==> config.mk <==
export PLATFORM = sky130hd
export DESIGN_NAME = link_timeout_status_fsm_unit
export DESIGN_NICKNAME = d
export VERILOG_FILES = /design/src/design/lts_pkg.sv /design/src/design/lts_step.sv /design/src/design/lts_out_reg.sv /design/src/design/link_timeout_status_fsm_unit.sv
export SDC_FILE = /design/constraint.sdc
export NUM_CORES = 1
export LEC_CHECK = 0
export BUFFER_PORTS_ARGS = -buffer_cell sky130_fd_sc_hd__buf_2
export CAP_MARGIN = 20
export CORE_MARGIN = 1
export CORE_UTILIZATION = 55
export DETAILED_ROUTE_END_ITERATION = 7
export PLACE_DENSITY = 0.75
export SYNTH_ARGS = -nofsm -noshare
export SYNTH_HDL_FRONTEND = slang
export SYNTH_HIERARCHICAL = 1
export SYNTH_SLANG_ARGS = --single-unit
==> constraint.sdc <==
create_clock -name clk -period 9.3 [get_ports clk]
set_clock_uncertainty 0.2 [all_clocks]
set_input_delay 1.86 -clock clk [delete_from_list [all_inputs] [get_ports clk]]
set_output_delay 1.86 -clock clk [all_outputs]
set_load 0.02 [all_outputs]
==> src/design/lts_pkg.sv <==
// Package for the link timeout status supervisor.
// Holds the item and result types, the mode and LED codes, and the blink test.
// Depends on nothing.
package lts_pkg;

	localparam int BLINK_PERIOD = 10;
	localparam int HANDSHAKE_TICKS = 9;
	localparam int BlinkDiv = (BLINK_PERIOD == 0) ? 1 : BLINK_PERIOD;

	localparam logic [7:0] TIMEOUT_RESET = 8'd100;
	localparam logic [7:0] SILENCE_LIMIT = 8'd250;

	typedef enum logic [2:0] {
		MODE_START = 3'd0,
		MODE_HANDSHAKE = 3'd1,
		MODE_NODATA = 3'd2,
		MODE_DATA = 3'd3,
		MODE_ATTN = 3'd4
	} lts_mode_t;

	localparam logic [1:0] LED_NONE = 2'd0;
	localparam logic [1:0] LED_OFFLINE = 2'd1;
	localparam logic [1:0] LED_READY = 2'd2;
	localparam logic [1:0] LED_DISCON = 2'd3;

	localparam logic [1:0] ALERT_ON_SET = 2'd1;
	localparam logic [1:0] ALERT_ON_CLEAR = 2'd2;

	typedef struct packed {
		logic data_seen;
		logic [7:0] rx_byte;
		logic [1:0] buttons_n;
	} lts_item_t;

	typedef struct packed {
		logic link_ready;
		logic [1:0] led_code;
		logic [2:0] link_mode;
	} lts_result_t;

	// True when the count is a whole multiple of the blink period.
	function automatic logic blink_hit(input logic [7:0] v);
		logic hit;
		hit = 1'b0;
		for (int k = 0; k <= 255; k++) begin
			if (k * BlinkDiv == int'(v)) begin
				hit = 1'b1;
			end
		end
		return hit;
	endfunction

endpackage

==> src/design/lts_step.sv <==
// Supervisor state and the per-tick transition and action logic.
// Depends on lts_pkg.
module lts_step (
	input logic clk,
	input logic arst_n,
	input logic advance,
	input lts_pkg::lts_item_t item,
	input logic [7:0] timeout_ticks,
	output lts_pkg::lts_result_t result
);

	lts_pkg::lts_mode_t mode_q, mode_d;
	logic [7:0] silence_q, silence_d;
	logic [3:0] hs_count_q, hs_count_d;
	logic [1:0] alert_mask_q, alert_mask_d;
	logic ready_q, ready_d;
	logic [1:0] led_q, led_d;
	logic [1:0] pressed;
	logic alert_bit;
	logic alert_hit;

	function automatic logic [7:0] silence_next(input logic [7:0] cnt, input logic [7:0] tmo);
		logic [8:0] sum;
		sum = {1'b0, tmo} + 9'd1;
		if (cnt > lts_pkg::SILENCE_LIMIT) begin
			return sum[8] ? 8'hFF : sum[7:0];
		end
		return cnt + 8'd1;
	endfunction

	assign pressed = ~item.buttons_n;
	assign alert_bit = item.rx_byte[7];
	assign alert_hit = (alert_mask_q == lts_pkg::ALERT_ON_SET && alert_bit)
		|| (alert_mask_q == lts_pkg::ALERT_ON_CLEAR && !alert_bit);

	always_comb begin
		mode_d = mode_q;
		silence_d = silence_q;
		hs_count_d = hs_count_q;
		alert_mask_d = alert_mask_q;
		ready_d = ready_q;
		led_d = led_q;
		unique case (mode_q)
			lts_pkg::MODE_START: begin
				hs_count_d = 4'd0;
				mode_d = lts_pkg::MODE_HANDSHAKE;
			end
			lts_pkg::MODE_HANDSHAKE: begin
				silence_d = 8'd0;
				ready_d = 1'b0;
				led_d = lts_pkg::LED_OFFLINE;
				if (hs_count_q >= 4'(lts_pkg::HANDSHAKE_TICKS)) begin
					mode_d = lts_pkg::MODE_NODATA;
				end else if (item.data_seen) begin
					hs_count_d = hs_count_q + 4'd1;
				end
			end
			lts_pkg::MODE_NODATA: begin
				priority if (alert_hit) begin
					ready_d = 1'b1;
					mode_d = lts_pkg::MODE_ATTN;
				end else if (pressed != 2'd0) begin
					ready_d = 1'b0;
					mode_d = lts_pkg::MODE_ATTN;
				end else if (item.data_seen) begin
					ready_d = 1'b1;
					led_d = lts_pkg::LED_READY;
					mode_d = lts_pkg::MODE_DATA;
				end else begin
					silence_d = silence_next(silence_q, timeout_ticks);
				end
			end
			lts_pkg::MODE_DATA: begin
				if (!item.data_seen) begin
					silence_d = 8'd0;
					mode_d = lts_pkg::MODE_NODATA;
				end
			end
			lts_pkg::MODE_ATTN: begin
				mode_d = lts_pkg::MODE_NODATA;
			end
			default: begin
				mode_d = lts_pkg::MODE_START;
			end
		endcase

		if (mode_d == lts_pkg::MODE_NODATA) begin
			if (silence_d > timeout_ticks) begin
				ready_d = 1'b0;
				if (alert_mask_d == 2'd0) begin
					led_d = lts_pkg::LED_DISCON;
				end
			end
		end else if (mode_d == lts_pkg::MODE_ATTN) begin
			alert_mask_d = pressed;
			silence_d = silence_next(silence_d, timeout_ticks);
			if (lts_pkg::blink_hit(silence_d)) begin
				led_d = led_d[0] ? lts_pkg::LED_READY : lts_pkg::LED_OFFLINE;
			end
		end
	end

	always_ff @(posedge clk or negedge arst_n) begin
		if (!arst_n) begin
			mode_q <= lts_pkg::MODE_START;
			silence_q <= 8'd0;
			hs_count_q <= 4'd0;
			alert_mask_q <= 2'd0;
			ready_q <= 1'b0;
			led_q <= lts_pkg::LED_NONE;
		end else if (advance) begin
			mode_q <= mode_d;
			silence_q <= silence_d;
			hs_count_q <= hs_count_d;
			alert_mask_q <= alert_mask_d;
			ready_q <= ready_d;
			led_q <= led_d;
		end
	end

	assign result.link_ready = ready_d;
	assign result.led_code = led_d;
	assign result.link_mode = mode_d;

endmodule

==> src/design/lts_out_reg.sv <==
// Result register that holds one finished result until the consumer takes it.
// Depends on lts_pkg.
module lts_out_reg (
	input logic clk,
	input logic arst_n,
	input logic load,
	input lts_pkg::lts_result_t d,
	output logic can_load,
	output logic result_valid,
	input logic result_stall,
	output lts_pkg::lts_result_t result
);

	logic valid_s2;
	lts_pkg::lts_result_t data_s2;

	assign can_load = !valid_s2 || !result_stall;

	always_ff @(posedge clk or negedge arst_n) begin
		if (!arst_n) begin
			valid_s2 <= 1'b0;
		end else if (load) begin
			valid_s2 <= 1'b1;
		end else if (!result_stall) begin
			valid_s2 <= 1'b0;
		end
	end

	always_ff @(posedge clk) begin
		if (load) begin
			data_s2 <= d;
		end
	end

	assign result_valid = valid_s2;
	assign result = data_s2;

endmodule

==> src/design/link_timeout_status_fsm_unit.sv <==
// Top level of the link timeout status supervisor.
// Depends on lts_pkg, lts_step and lts_out_reg.
//
// Channel   Handshake                  Payload
// item      item_valid / item_stall    item (lts_item_t)
// result    result_valid / result_stall result (lts_result_t)
// cfg       cfg_valid / cfg_ready      cfg_data (timeout_ticks)
//
// One item is taken per cycle while the result side is not stalled; its result
// passes through the input register and then the result register, and is taken
// from the result register when result_stall is low.
// The supervisor state advances when the input register hands its item on.
// A stalled result holds the result register, which then stalls the input side.
// Reset clears the state to start mode and loads the timeout with 100.
module link_timeout_status_fsm_unit (
	input logic clk,
	input logic arst_n,
	input logic item_valid,
	output logic item_stall,
	input lts_pkg::lts_item_t item,
	output logic result_valid,
	input logic result_stall,
	output lts_pkg::lts_result_t result,
	input logic cfg_valid,
	output logic cfg_ready,
	input logic [7:0] cfg_data
);

	logic valid_s1;
	lts_pkg::lts_item_t item_s1;
	logic [7:0] timeout_q;
	logic can_load;
	logic advance;
	logic accept;
	lts_pkg::lts_result_t step_result;

	assign cfg_ready = 1'b1;
	assign advance = valid_s1 && can_load;
	assign item_stall = valid_s1 && !can_load;
	assign accept = item_valid && !item_stall;

	always_ff @(posedge clk or negedge arst_n) begin
		if (!arst_n) begin
			timeout_q <= lts_pkg::TIMEOUT_RESET;
		end else if (cfg_valid) begin
			timeout_q <= cfg_data;
		end
	end

	always_ff @(posedge clk or negedge arst_n) begin
		if (!arst_n) begin
			valid_s1 <= 1'b0;
		end else if (accept) begin
			valid_s1 <= 1'b1;
		end else if (advance) begin
			valid_s1 <= 1'b0;
		end
	end

	always_ff @(posedge clk) begin
		if (accept) begin
			item_s1 <= item;
		end
	end

	lts_step u_step (
		.clk(clk),
		.arst_n(arst_n),
		.advance(advance),
		.item(item_s1),
		.timeout_ticks(timeout_q),
		.result(step_result)
	);

	lts_out_reg u_out (
		.clk(clk),
		.arst_n(arst_n),
		.load(advance),
		.d(step_result),
		.can_load(can_load),
		.result_valid(result_valid),
		.result_stall(result_stall),
		.result(result)
	);

endmodule

==> run_results.csv <==
group,metric,value,unit
detailed_routing,ant_nets,0,
critical_path,critPathSlowestCell,"a32oi_1",
power,p_leak,1.61,nW
detailed_routing,drt-initial-drc-count,303,
hold_path,hp-class,"reg -> reg",
detailed_routing,drcViolationCount,0,
place,dp_hpwl,6540,um
clock_tree,cts_tree,"built",
sta,maxSlewHeadroom,50.5,%
sta,finalCriticalPeriod,5.49,ns
critical_path,crit_path_end_kind,"register",
critical_path,crit_family,"compound AO/OA/AOI/OAI gates",
grt,grt_pass1_wl,14400,um
sta,worstMarginPinSlew,0.743,ns
sta,fmax,182,MHz
place,routabilityCongestion,0.972,
detailed_routing,routedWlPerCell,18.4,um
critical_path,crit_fanout,9,
place,placed_cells,465,
clock_tree,holdBufCountCts,0,
final_layout,nets,437,
critical_path,crit_type,"reg -> reg",
clock_tree,clock-root-buffer,"clkbuf_8",
synth,synth_area_per_cell,9.11,um2
clock_tree,cts_buffer_depth,2,
grt,grt_overflow,0,
grt,antenna_found_initial,1,
die,core_area,5990,um2
die,die_h,81.3,um
detailed_routing,via_count,3124,
grt,grt_max_degree,31,
clock_tree,cts.sink_count,40,
die,pin_count,33,
synth,synth.net_count,420,
status,status,"finished, final reports clean",
grt,track_usage,29.0,%
die,die_w,81.3,um
critical_path,cp-start-kind,"register",
sta,finalCritPeriodShare,59.0,%
sta,final_hold_viol_count,0,
final_layout,diodes,0,
place,port_buffers,24,
sta,setup_tns,0,ns
sta,setup_viol,0,
detailed_routing,vias_per_cell,6.60,
sta,drv_slew,0,
critical_path,required,9.15,ns
clock_tree,cts_inserted_buffers,5,
synth,netlist_instances,380,
final_layout,final_layout_size_suffix_gt1_share,22.6,%
die,rows,28,
clock_tree,post_cts_buffers,0,
power,ir_worst_vdd,147,uV
flow_run,cap_violations,0,
critical_path,cpPeakStageDelay,0.65,ns
sta,rsz0062_at_grt,"false",
grt,grt_pass1_vias,2898,
final_layout,finalNonFillerCells,473,
die,start_util,57.8,%
detailed_routing,first_pass_iters,6,
clock_tree,clkTransAtPathRegs,0.09,ns
critical_path,crit_chain,"and2_4 -> a211oi_1 -> o21ai_0 -> a32oi_1 -> inv_1 -> ha_1 -> o21ai_2 -> and3_1 -> mux2i_1 -> a221oi_2 -> a311oi_2 -> a2111oi_4 -> nor4_1 -> nor2_1",
power,powerDensity,203,nW/um2
clock_tree,cts_resized,0,
synth,yosys_warnings,6,
synth,synth.cell_area,3460,um2
clock_tree,h-tree-depth,2,
clock_tree,clock_latency,0.30,ns
critical_path,cp_num_buf_inv,1,
final_layout,syn_to_final_growth,6.72,%
detailed_routing,drt-total-wl,8720,um
critical_path,arrival,5.34,ns
die,dieArea,6620,um2
## report_power, final
part	internal, W	switching [W]	total, W
combinational	0.000123	0.000206	0.000329
sequential	0.000223	0.0000473	0.000271
clock	0.0000809	0.0000690	0.000150
## worst register-to-register path, stage by stage, from the launching register on
cell,delay [ns]
edfxtp_1,0.55
and2_4,0.22
a211oi_1,0.54
o21ai_0,0.32
a32oi_1,0.65
inv_1,0.22
ha_1,0.28
o21ai_2,0.34
and3_1,0.47
mux2i_1,0.33
a221oi_2,0.12
a311oi_2,0.41
a2111oi_4,0.11
nor4_1,0.41
nor2_1,0.07
## metrics by stage
step	total power (W)	util (%)	hold slack, ns	area, um2	setup slack, ns
after floorplan	0.000514	-	0.249	3460	4.80
final	0.000750	61.7	0.312	3690	3.81
after detailed placement	0.000593	59.8	0.280	3580	4.03
after global placement	0.000582	59.8	0.277	3580	4.08
after global routing	0.000802	61.7	0.331	3690	3.67
after CTS	0.000744	61.7	0.305	3690	3.96
## per-layer routing
metal / vias to the layer above / GRT usage, % / routed length [um]
met5: - / 0 / 11
met4: 2 / 7.32 / 122
li1: 1476 / - / -
met1: 1502 / 41.6 / 4110
met2: 126 / 43.9 / 3850
met3: 18 / 6.29 / 624
## cells in the final DEF (no fill, tap or decap), types with 4 or more instances in the layout
| cell type | count |
|---|---|
| o22ai_1 | 4 |
| mux2_4 | 9 |
| nand3_1 | 10 |
| a21o_1 | 7 |
| nor3_1 | 4 |
| and3_1 | 5 |
| and2_1 | 4 |
| inv_1 | 24 |
| edfxtp_1 | 10 |
| a21oi_1 | 15 |
| o31ai_1 | 4 |
| ha_1 | 16 |
| nor3b_1 | 4 |
| nand2_1 | 37 |
| buf_2 | 24 |
| dfrtp_1 | 27 |
| a211oi_1 | 5 |
| nand4_1 | 7 |
| nand2b_1 | 4 |
| o211ai_1 | 9 |
| mux2i_1 | 4 |
| nor2_1 | 27 |
| clkbuf_8 | 5 |
| a32oi_1 | 4 |
| o21ai_0 | 25 |
| a31oi_1 | 10 |
| and3_2 | 4 |
## sequential cells by signal (all words and copies together), names as in the netlist
name / cells
u_step/mode_q: 3
u_out/result: 6
u_out/result_valid: 1
u_step/ready_q: 1
u_step/hs_count_q: 4
timeout_q: 8
valid_s1: 1
u_step/alert_mask_q: 2
item_s1: 4
u_step/led_q: 2
u_step/silence_q: 8
## final timing paths
| path | startpoint | endpoint | slack [ns] | cells after the start |
|---|---|---|---|---|
| worst min-delay path | u_step/ready_q$_DFFE_PN0P_ | u_step/ready_q$_DFFE_PN0P_ | 0.31 | 1 |
| worst max-delay path | item_s1[10]$_DFFE_PP_ | u_out/result[3]$_DFFE_PP_ | 3.81 | 14 |
| min in group asynchronous | arst_n | valid_s1$_DFFE_PN0P_ | 1.39 | 1 |
| worst min register to register | u_step/ready_q$_DFFE_PN0P_ | u_step/ready_q$_DFFE_PN0P_ | 0.31 | 1 |
| worst max register to register | item_s1[10]$_DFFE_PP_ | u_out/result[3]$_DFFE_PP_ | 3.81 | 14 |
| max in group asynchronous | arst_n | timeout_q[0]$_DFFE_PN0P_ | 7.06 | 1 |
## area by class of cell
class                   count  area [um2]
fillers                   530        2300
flip-flops and latches     40        1050
repair buffers             25         128
multi-input cells         298        2200
well taps                  75        93.8
clock buffers               5        68.8
clock inverters             3        46.3
inverters                  27         101
Note: power is estimated with default switching activity, not from simulation.
